==> src/design/tbgq_pkg.sv <==
// shared types and constants of the touch and button gesture qualifier
`default_nettype none

package tbgq_pkg;

	// configuration register file
	localparam int CFG_W     = 16;
	localparam int CFG_IDX_W = 3;
	localparam int TOL_W     = 12;

	localparam logic [CFG_IDX_W-1:0] CFG_STABLE_TIME   = 3'd0;
	localparam logic [CFG_IDX_W-1:0] CFG_RELEASE_QUIET = 3'd1;
	localparam logic [CFG_IDX_W-1:0] CFG_HOLD_TIMEOUT  = 3'd2;
	localparam logic [CFG_IDX_W-1:0] CFG_DEBOUNCE_TIME = 3'd3;
	localparam logic [CFG_IDX_W-1:0] CFG_LONG_HOLD     = 3'd4;
	localparam logic [CFG_IDX_W-1:0] CFG_MOVE_TOL      = 3'd5;
	localparam logic [CFG_IDX_W-1:0] CFG_POWER_HOLD    = 3'd6;
	localparam logic [CFG_IDX_W-1:0] CFG_BOOT_HOLD     = 3'd7;

	// register reset values
	localparam logic [CFG_W-1:0] RST_STABLE_TIME   = 16'd50;
	localparam logic [CFG_W-1:0] RST_RELEASE_QUIET = 16'd150;
	localparam logic [CFG_W-1:0] RST_HOLD_TIMEOUT  = 16'd1000;
	localparam logic [CFG_W-1:0] RST_DEBOUNCE_TIME = 16'd180;
	localparam logic [CFG_W-1:0] RST_LONG_HOLD     = 16'd1500;
	localparam logic [TOL_W-1:0] RST_MOVE_TOL      = 12'd8;
	localparam logic [CFG_W-1:0] RST_POWER_HOLD    = 16'd3000;
	localparam logic [CFG_W-1:0] RST_BOOT_HOLD     = 16'd1500;

	// fixed limit on the wait for release
	localparam logic [CFG_W-1:0] RELEASE_TIMEOUT = 16'd500;

	// event codes on the result channel
	localparam int EV_W = 2;
	localparam logic [EV_W-1:0] EV_NONE = 2'd0;
	localparam logic [EV_W-1:0] EV_TAP  = 2'd1;
	localparam logic [EV_W-1:0] EV_HOME = 2'd2;

	// gesture state machine
	typedef enum logic [7:0] {
		M_INIT  = 8'b0000_0001,
		M_IDLE  = 8'b0000_0010,
		M_QUAL  = 8'b0000_0100,
		M_HOLD  = 8'b0000_1000,
		M_REL   = 8'b0001_0000,
		M_DEB   = 8'b0010_0000,
		M_BOOT  = 8'b0100_0000,
		M_BOOTW = 8'b1000_0000
	} mode_t;

endpackage

`default_nettype wire

==> src/design/touch_button_gesture_qualifier.sv <==
// touch and button gesture qualifier: tap, long press, home and power-off events
//
// Input channel s_*: one word per millisecond sample of the touch panel and the
// boot and power buttons. Output channel m_*: one word per event; a sample that
// raises no event produces no word. m_tuser carries the event kind (none when
// the word only reports power_off). Configuration is a plain write port, one
// register per cfg_addr, written at any edge with cfg_we high and expected to
// change only while the block is idle.
// Path: a sample is held in the input register; its event word is loaded into
// the result register, or the skid entry, when the step advances.
// Throughput: one sample per cycle unless stalled; all gesture, power and boot
// tracking for a sample is done in one pass between input and result registers.
// Stalls: a two-entry result buffer (result register plus skid) sits behind the
// step logic; s_tready drops only once the skid entry is taken, so a stalled
// receiver backs up the input after two pending events.
// Reset: registers return to their documented defaults, the gesture machine
// starts in the release wait, all timers clear and both buffers empty.
`default_nettype none

module touch_button_gesture_qualifier #(
	parameter int COORD_BITS = 12,
	parameter int TIMER_BITS = 16
) (
	input  wire logic clk,
	input  wire logic arst_n,
	// slave side: touch_down, touch_x, touch_y, boot_button, power_button
	input  wire logic s_tvalid,
	output logic      s_tready,
	input  wire logic [((2*COORD_BITS+3+7)/8)*8-1:0] s_tdata,
	// master side: tap_x, tap_y, long_hold, power_off
	output logic      m_tvalid,
	input  wire logic m_tready,
	output logic [((2*COORD_BITS+2+7)/8)*8-1:0] m_tdata,
	// master side: event_kind
	output logic [tbgq_pkg::EV_W-1:0] m_tuser,
	// configuration writes
	input  wire logic cfg_we,
	input  wire logic [tbgq_pkg::CFG_IDX_W-1:0] cfg_addr,
	input  wire logic [tbgq_pkg::CFG_W-1:0] cfg_wdata
);
	import tbgq_pkg::*;

	localparam int CB     = COORD_BITS;
	localparam int TB     = TIMER_BITS;
	localparam int OUT_W  = 2*CB + 2;
	localparam int OUT_TW = ((OUT_W + 7) / 8) * 8;
	localparam int CMPW   = (TB > CFG_W) ? TB : CFG_W;
	localparam int DW     = (CB > TOL_W) ? CB : TOL_W;

	typedef struct packed {
		logic          done;
		logic [TB-1:0] pt;
		logic [TB-1:0] rg;
	} rw_t;

	typedef struct packed {
		logic [EV_W-1:0] kind;
		logic [CB-1:0]   tx;
		logic [CB-1:0]   ty;
		logic            lp;
		logic            poff;
	} res_t;

	// saturating millisecond counter step
	function automatic logic [TB-1:0] inc_sat(input logic [TB-1:0] t);
		return (t == {TB{1'b1}}) ? t : t + TB'(1);
	endfunction

	// timer against a register, both widened to a common width
	function automatic logic ge_cfg(input logic [TB-1:0] t, input logic [CFG_W-1:0] c);
		return CMPW'(t) >= CMPW'(c);
	endfunction

	// one sample of the release wait
	function automatic rw_t rel_wait(input logic down, input logic [TB-1:0] pt,
			input logic [TB-1:0] rg, input logic [CFG_W-1:0] quiet);
		rw_t r;
		r.done = 1'b0;
		r.pt   = pt;
		r.rg   = rg;
		if (down) begin
			r.rg = '0;
		end else begin
			r.rg = inc_sat(rg);
			if (ge_cfg(r.rg - TB'(1), quiet))
				r.done = 1'b1;
		end
		if (!r.done) begin
			if (ge_cfg(pt, RELEASE_TIMEOUT))
				r.done = 1'b1;
			else
				r.pt = inc_sat(pt);
		end
		return r;
	endfunction

	// configuration registers
	logic [CFG_W-1:0] stable_time_q, release_quiet_q, hold_timeout_q, debounce_time_q;
	logic [CFG_W-1:0] long_hold_q, power_hold_q, boot_hold_q;
	logic [TOL_W-1:0] move_tol_q;

	always_ff @(posedge clk or negedge arst_n) begin
		if (!arst_n) begin
			stable_time_q   <= RST_STABLE_TIME;
			release_quiet_q <= RST_RELEASE_QUIET;
			hold_timeout_q  <= RST_HOLD_TIMEOUT;
			debounce_time_q <= RST_DEBOUNCE_TIME;
			long_hold_q     <= RST_LONG_HOLD;
			move_tol_q      <= RST_MOVE_TOL;
			power_hold_q    <= RST_POWER_HOLD;
			boot_hold_q     <= RST_BOOT_HOLD;
		end else if (cfg_we) begin
			unique case (cfg_addr)
				CFG_STABLE_TIME:   stable_time_q   <= cfg_wdata;
				CFG_RELEASE_QUIET: release_quiet_q <= cfg_wdata;
				CFG_HOLD_TIMEOUT:  hold_timeout_q  <= cfg_wdata;
				CFG_DEBOUNCE_TIME: debounce_time_q <= cfg_wdata;
				CFG_LONG_HOLD:     long_hold_q     <= cfg_wdata;
				CFG_MOVE_TOL:      move_tol_q      <= cfg_wdata[TOL_W-1:0];
				CFG_POWER_HOLD:    power_hold_q    <= cfg_wdata;
				CFG_BOOT_HOLD:     boot_hold_q     <= cfg_wdata;
				default:           ;
			endcase
		end
	end

	// input register
	logic          valid_s1;
	logic          down_s1, boot_s1, pwr_s1;
	logic [CB-1:0] x_s1, y_s1;
	logic          skid_valid_q;
	logic          s_accept, advance;

	assign s_tready = !skid_valid_q;
	assign s_accept = s_tvalid && s_tready;
	assign advance  = valid_s1 && !skid_valid_q;

	always_ff @(posedge clk or negedge arst_n) begin
		if (!arst_n)
			valid_s1 <= 1'b0;
		else if (s_accept)
			valid_s1 <= 1'b1;
		else if (advance)
			valid_s1 <= 1'b0;
	end

	always_ff @(posedge clk) begin
		if (s_accept) begin
			down_s1 <= s_tdata[0];
			x_s1    <= s_tdata[CB:1];
			y_s1    <= s_tdata[2*CB:CB+1];
			boot_s1 <= s_tdata[2*CB+1];
			pwr_s1  <= s_tdata[2*CB+2];
		end
	end

	// gesture, boot and power state
	mode_t         mode_q, mode_n;
	logic [TB-1:0] phase_q, phase_n, guard_q, guard_n, press_q, press_n;
	logic [TB-1:0] power_timer_q, power_timer_n, boot_timer_q, boot_timer_n;
	logic [CB-1:0] anchor_x_q, anchor_x_n, anchor_y_q, anchor_y_n;
	logic          power_latched_q, power_latched_n;
	res_t          res;
	logic          has_res;
	logic [CB-1:0] dx, dy;

	assign dx = (x_s1 > anchor_x_q) ? x_s1 - anchor_x_q : anchor_x_q - x_s1;
	assign dy = (y_s1 > anchor_y_q) ? y_s1 - anchor_y_q : anchor_y_q - y_s1;

	// one sample step of all trackers
	always_comb begin
		rw_t  rw;
		logic skip_idle;
		rw              = '0;
		skip_idle       = 1'b0;
		mode_n          = mode_q;
		phase_n         = phase_q;
		guard_n         = guard_q;
		press_n         = press_q;
		power_timer_n   = power_timer_q;
		power_latched_n = power_latched_q;
		boot_timer_n    = boot_timer_q;
		anchor_x_n      = anchor_x_q;
		anchor_y_n      = anchor_y_q;
		res             = '0;

		// power button monitor
		if (pwr_s1) begin
			if (!power_latched_q) begin
				if (ge_cfg(power_timer_q, power_hold_q)) begin
					res.poff        = 1'b1;
					power_latched_n = 1'b1;
				end
				power_timer_n = inc_sat(power_timer_q);
			end
		end else begin
			power_timer_n   = '0;
			power_latched_n = 1'b0;
		end

		// debounce after a tap
		if (mode_n == M_DEB) begin
			if (ge_cfg(phase_n, debounce_time_q)) begin
				mode_n  = M_INIT;
				phase_n = '0;
				guard_n = '0;
			end else begin
				phase_n = inc_sat(phase_n);
			end
		end

		// release wait before idle
		if (mode_n == M_INIT) begin
			rw      = rel_wait(down_s1, phase_n, guard_n, release_quiet_q);
			phase_n = rw.pt;
			guard_n = rw.rg;
			if (rw.done)
				mode_n = M_IDLE;
		end

		// holding a qualified touch
		if (mode_n == M_HOLD) begin
			press_n = inc_sat(press_n);
			phase_n = inc_sat(phase_n);
			if (!down_s1 || ge_cfg(phase_n, hold_timeout_q)) begin
				mode_n  = M_REL;
				phase_n = '0;
				guard_n = '0;
			end
		end else if (mode_n == M_REL) begin
			press_n = inc_sat(press_n);
		end

		// release wait that ends in a tap
		if (mode_n == M_REL) begin
			rw      = rel_wait(down_s1, phase_n, guard_n, release_quiet_q);
			phase_n = rw.pt;
			guard_n = rw.rg;
			if (rw.done) begin
				res.kind = EV_TAP;
				res.tx   = anchor_x_n;
				res.ty   = anchor_y_n;
				res.lp   = ge_cfg(press_n, long_hold_q);
				mode_n   = M_DEB;
				phase_n  = '0;
			end
		end

		// qualifying a fresh touch
		if (mode_n == M_QUAL) begin
			phase_n = inc_sat(phase_n);
			if (ge_cfg(phase_n, stable_time_q)) begin
				mode_n  = M_HOLD;
				phase_n = '0;
				press_n = '0;
			end else if (!down_s1 || DW'(dx) > DW'(move_tol_q) ||
					DW'(dy) > DW'(move_tol_q)) begin
				mode_n    = M_IDLE;
				skip_idle = 1'b1;
			end
		end

		// boot button hold
		if (mode_n == M_BOOT) begin
			if (!boot_s1) begin
				mode_n = M_IDLE;
			end else begin
				boot_timer_n = inc_sat(boot_timer_n);
				if (ge_cfg(boot_timer_n, boot_hold_q))
					mode_n = M_BOOTW;
			end
		end else if (mode_n == M_BOOTW) begin
			if (!boot_s1) begin
				res.kind = EV_HOME;
				mode_n   = M_INIT;
				phase_n  = '0;
				guard_n  = '0;
			end
		end

		// idle: start a boot hold or a touch
		if (mode_n == M_IDLE && !skip_idle) begin
			if (boot_s1) begin
				boot_timer_n = '0;
				mode_n       = (boot_hold_q == '0) ? M_BOOTW : M_BOOT;
			end else if (down_s1) begin
				anchor_x_n = x_s1;
				anchor_y_n = y_s1;
				phase_n    = '0;
				mode_n     = M_QUAL;
			end
		end
	end

	assign has_res = (res.kind != EV_NONE) || res.poff;

	always_ff @(posedge clk or negedge arst_n) begin
		if (!arst_n) begin
			mode_q          <= M_INIT;
			phase_q         <= '0;
			guard_q         <= '0;
			press_q         <= '0;
			power_timer_q   <= '0;
			power_latched_q <= 1'b0;
			boot_timer_q    <= '0;
			anchor_x_q      <= '0;
			anchor_y_q      <= '0;
		end else if (advance) begin
			mode_q          <= mode_n;
			phase_q         <= phase_n;
			guard_q         <= guard_n;
			press_q         <= press_n;
			power_timer_q   <= power_timer_n;
			power_latched_q <= power_latched_n;
			boot_timer_q    <= boot_timer_n;
			anchor_x_q      <= anchor_x_n;
			anchor_y_q      <= anchor_y_n;
		end
	end

	// result register and skid entry
	logic m_valid_q;
	res_t out_q, skid_q;
	logic push, pop;

	assign push = advance && has_res;
	assign pop  = m_valid_q && m_tready;

	always_ff @(posedge clk or negedge arst_n) begin
		if (!arst_n) begin
			m_valid_q    <= 1'b0;
			skid_valid_q <= 1'b0;
		end else if (skid_valid_q) begin
			if (pop)
				skid_valid_q <= 1'b0;
		end else if (!m_valid_q || pop) begin
			m_valid_q <= push;
		end else if (push) begin
			skid_valid_q <= 1'b1;
		end
	end

	always_ff @(posedge clk) begin
		if (skid_valid_q) begin
			if (pop)
				out_q <= skid_q;
		end else if (!m_valid_q || pop) begin
			if (push)
				out_q <= res;
		end else if (push) begin
			skid_q <= res;
		end
	end

	assign m_tvalid = m_valid_q;
	assign m_tuser  = out_q.kind;
	assign m_tdata  = OUT_TW'({out_q.poff, out_q.lp, out_q.ty, out_q.tx});

	// skid entry is only ever filled behind a full result register
	a_skid_behind_main: assert property (@(posedge clk) disable iff (!arst_n)
		skid_valid_q |-> m_valid_q)
		else $error("skid entry valid while result register empty");

	// a word with no event must be a power-off report
	a_no_empty_word: assert property (@(posedge clk) disable iff (!arst_n)
		(m_valid_q && out_q.kind == EV_NONE) |-> out_q.poff)
		else $error("result word carries no event");

	// tap fields stay clear on non-tap words
	a_tap_fields: assert property (@(posedge clk) disable iff (!arst_n)
		(m_valid_q && out_q.kind != EV_TAP) |->
		(out_q.tx == '0 && out_q.ty == '0 && !out_q.lp))
		else $error("tap fields set on a non-tap word");

	// a held sample is not lost while the result buffer is full
	a_hold_sample: assert property (@(posedge clk) disable iff (!arst_n)
		(valid_s1 && skid_valid_q) |=> valid_s1)
		else $error("input sample dropped during stall");

	// power-off latch is only set after counting
	a_power_latch: assert property (@(posedge clk) disable iff (!arst_n)
		power_latched_q |-> (power_timer_q != '0))
		else $error("power latch set with a cleared hold timer");

endmodule

`default_nettype wire

==> config.mk <==
export PLATFORM = sky130hd
export DESIGN_NAME = touch_button_gesture_qualifier
export DESIGN_NICKNAME = d
export VERILOG_FILES = /design/src/design/tbgq_pkg.sv /design/src/design/touch_button_gesture_qualifier.sv
export SDC_FILE = /design/constraint.sdc
export NUM_CORES = 1
export LEC_CHECK = 0
export BUFFER_PORTS_ARGS = -buffer_cell sky130_fd_sc_hd__buf_2
export CAP_MARGIN = 10
export CORE_MARGIN = 5
export CORE_UTILIZATION = 50
export DETAILED_ROUTE_END_ITERATION = 12
export GPL_TIMING_DRIVEN = 0
export PLACE_DENSITY = 0.76
export SLEW_MARGIN = 25
export SYNTH_ARGS = -nofsm -noshare
export SYNTH_HDL_FRONTEND = slang
export SYNTH_SLANG_ARGS = --single-unit
==> constraint.sdc <==
create_clock -name clk -period 31.7 [get_ports clk]
set_input_delay 1.585 -clock clk [delete_from_list [all_inputs] [get_ports clk]]
set_output_delay 1.585 -clock clk [all_outputs]
set_load 0.02 [all_outputs]
==> flow_metrics.tcl <==
set metrics [dict create \
    grt_pass1_wl_um 123000 \
    io_buffers 77 \
    setup_tns_ns 0 \
    synth_top_area_frac 0.203 \
    cts_buffers 38 \
    root_buffer "clkbuf_16" \
    drtIter0Drc 2163 \
    critPathKind "reg -> reg" \
    yosysWarnings 0 \
    worst_ir_drop_vdd_mv 0.0397 \
    place.gp.congestion 1.02 \
    via_per_inst 6.15 \
    power_density_nw_per_um2 42.9 \
    wire_per_inst_um 22.1 \
    fp-row-count 81 \
    worst_clock_skew_ns 0.0275 \
    drc 0 \
    r2r_start "phase_q[0]" \
    dieWidth_um 232 \
    final_nets 3184 \
    finalSetupViolCount 0 \
    arrival_ns 26.48 \
    grt_overflow 0 \
    end_kind "flop" \
    synth_area_sq_um 24600 \
    period_share 0.822 \
    critPathMaxFanout 10 \
    r2r_setup_slack_ns 5.63 \
    grt_pass1_vias 21700 \
    fmax_mhz 38.4 \
    vias 22200 \
    worstRegToRegCells 94 \
    yosysTopAreaCell "dfrtp_1" \
    slew_headroom 0.250 \
    clkSinkCount 323 \
    hpwl_um 60100 \
    core_area_sq_um 48800 \
    hold_path_class "reg -> reg" \
    grt.total_usage 0.289 \
    period_needed_ns 26.07 \
    fillCellCount 4377 \
    finalHoldViolations 0 \
    dieArea_sq_um 53800 \
    critPathSlowestCell "nor4_1" \
    tightest_slew_ns 1.12 \
    postSynth.asyncResetShare 0.743 \
    multi_input_area_sq_um 14800 \
    cts_resized 0 \
    crit_path_start_kind "flop" \
    synth_area_leaders "dfrtp_1 (20%), ha_1 (11%), edfxtp_1 (10%)" \
    yosys_most_used_dff "dfrtp_1" \
    synth_commonest_cells "nand2_1 (315), ha_1 (211), inv_1 (207), dfrtp_1 (200), nor2_1 (198)" \
    start_util 0.504 \
    htreeDepth 2 \
    drive_gt1_frac 0.124 \
    synth.most_common_cell "nand2_1" \
    grt_max_degree 95 \
    p_leak_nw 12.2 \
    dr.pass1.iters 6 \
    cap_violations 0 \
    seqCellArea_sq_um 8550 \
    antenna_found_initial 4 \
    cts_tree "built" \
    syn_area_per_cell_sq_um 8.84 \
    syn-instance-count 2786 \
    synth_edf_count 83 \
    ant_nets 0 \
    syn_to_final_growth_pct 11.0 \
    worstReg2RegEnd "anchor_x_q[0]" \
    dp.cells 3537 \
    status "finished clean" \
    num_io_pins 92 \
    startpoint "phase_q[0]" \
    endpoint "anchor_x_q[0]" \
    wl_um 79800 \
    ctsHoldBuffers 0 \
    postCtsSetupRepairBufs 0 \
    required_ns 32.11 \
    synthDistinctLibCells 101 \
    layout.cells.non_filler 3609 \
    fp.dieH_um 232 \
    max_stage_delay_ns 0.65 \
    ys_seq_area_frac 0.347 \
    ys_ff_latch 323 \
    slew_violations 0 \
    cts_buffer_depth 3 \
    clkLatencyLatePin_ns 0.57 \
    rsz0062_at_grt "no" \
    critPathMostFrequentCell "ha_1" \
    clk_pin_slew_ns 0.06 \
]
[sequential cells by signal, summed over array words and instances, names as in the netlist, 16 cells and up, named ones only]
signal and flops:
power_hold_q 16, debounce_time_q 16, long_hold_q 16, press_q 16, boot_hold_q 16, hold_timeout_q 16, guard_q 16, release_quiet_q 16
stable_time_q 16, skid_q 28, m_tdata 26, power_timer_q 16, phase_q 16
[worst min path at each step]
stage / slack, ns / endpoint / start / cells after the start
finish: 0.51 / debounce_time_q[15] / debounce_time_q[15] / 1
global route: 0.52 / move_tol_q[10] / move_tol_q[10] / 1
CTS: 0.51 / boot_hold_q[13] / boot_hold_q[13] / 1
detailed placement: 0.49 / boot_hold_q[13] / boot_hold_q[13] / 1
global placement: 0.49 / anchor_y_q[11] / anchor_y_q[11] / 1
floorplan: 0.47 / guard_q[1] / guard_q[1] / 2
[report_power, final]
group | switching (mW) | internal [mW]
Combinational | 0.132 | 0.0839
Sequential | 0.0201 | 0.473
Clock | 0.190 | 0.275
Total | 0.341 | 0.832
[cell type report]
cell class	instances	share of cell area
multi-input combinational	2134	0.542
sequential	323	0.313
clock buffer	48	0.0380
tap	664	0.0304
inverter	208	0.0286
buffer	126	0.0193
timing repair buffer	82	0.0184
clock inverter	21	0.00998
antenna	3	0.000275
[cells by family (layout without fill, tap and decap cells)]
logic type	count (synthesis)	in the layout	synth area share
AND/OR/NAND/NOR	979	979	0.204
AO/OA/AOI/OAI	649	649	0.173
buffers and inverters	334	485	0.0531
flip-flops	323	323	0.347
adder cells (fa/ha/maj)	215	215	0.110
XOR/XNOR	151	151	0.0543
multiplexers	134	134	0.0587
other	1	9	0.000152
[metal layers]
metal	GRT usage	vias up	routed length [um]
li1	-	10300	-
met1	0.379	10800	33200
met2	0.470	921	36600
met3	0.0654	207	6890
met4	0.105	0	3040
met5	0	-	0
[critical path, delay by kind of cell, from the launching register on]
kind / cells / cell delay [ns]
xor+xnor: 3 / 0.57
compound gates: 30 / 6.77
simple gates: 34 / 10.01
fa+ha+maj: 10 / 2.78
mux: 5 / 1.68
buf+inv: 12 / 3.65
flops: 1 / 0.45
[placed cells by master (no fill, tap or decap), types with 10 or more instances in the layout]
cell and n:
ha_1 211, nor3b_1 11, buf_2 96, o21ai_1 12, and2_1 37, o211ai_1 18, edfxtp_1 83, mux2_2 83
o22ai_1 19, a21oi_1 129, xnor2_1 94, nor2_1 198, nor2b_1 24, and3_1 29, nand4_1 63, and4_1 10
or3_1 24, mux2i_1 50, o21ai_0 175, clkbuf_1 96, nand2_1 315, a21o_1 90, a211oi_1 13, dfstp_2 40
o31ai_1 41, nor3_1 59, nand2b_1 28, xor2_1 55, a31oi_1 14, clkbuf_16 38, dfrtp_1 200, inv_1 207
nand3_1 80, nor4_1 25, o21bai_1 16, a22o_1 24
[metrics by stage]
| step | hold slack, ns | total power [mW] | area, sq um | utilization | worst slack (ns) |
|---|---|---|---|---|---|
| global route | 0.520 | 1.23 | 27300 | 0.560 | 4.38 |
| detailed placement | 0.493 | 0.712 | 26000 | 0.533 | 6.29 |
| floorplan | 0.471 | 0.637 | 24700 | - | 12.24 |
| CTS | 0.506 | 1.18 | 27300 | 0.559 | 6.19 |
| global placement | 0.487 | 0.697 | 25900 | 0.530 | 6.74 |
| finish | 0.506 | 1.17 | 27300 | 0.560 | 5.63 |
(Power assumes the default switching activity.)
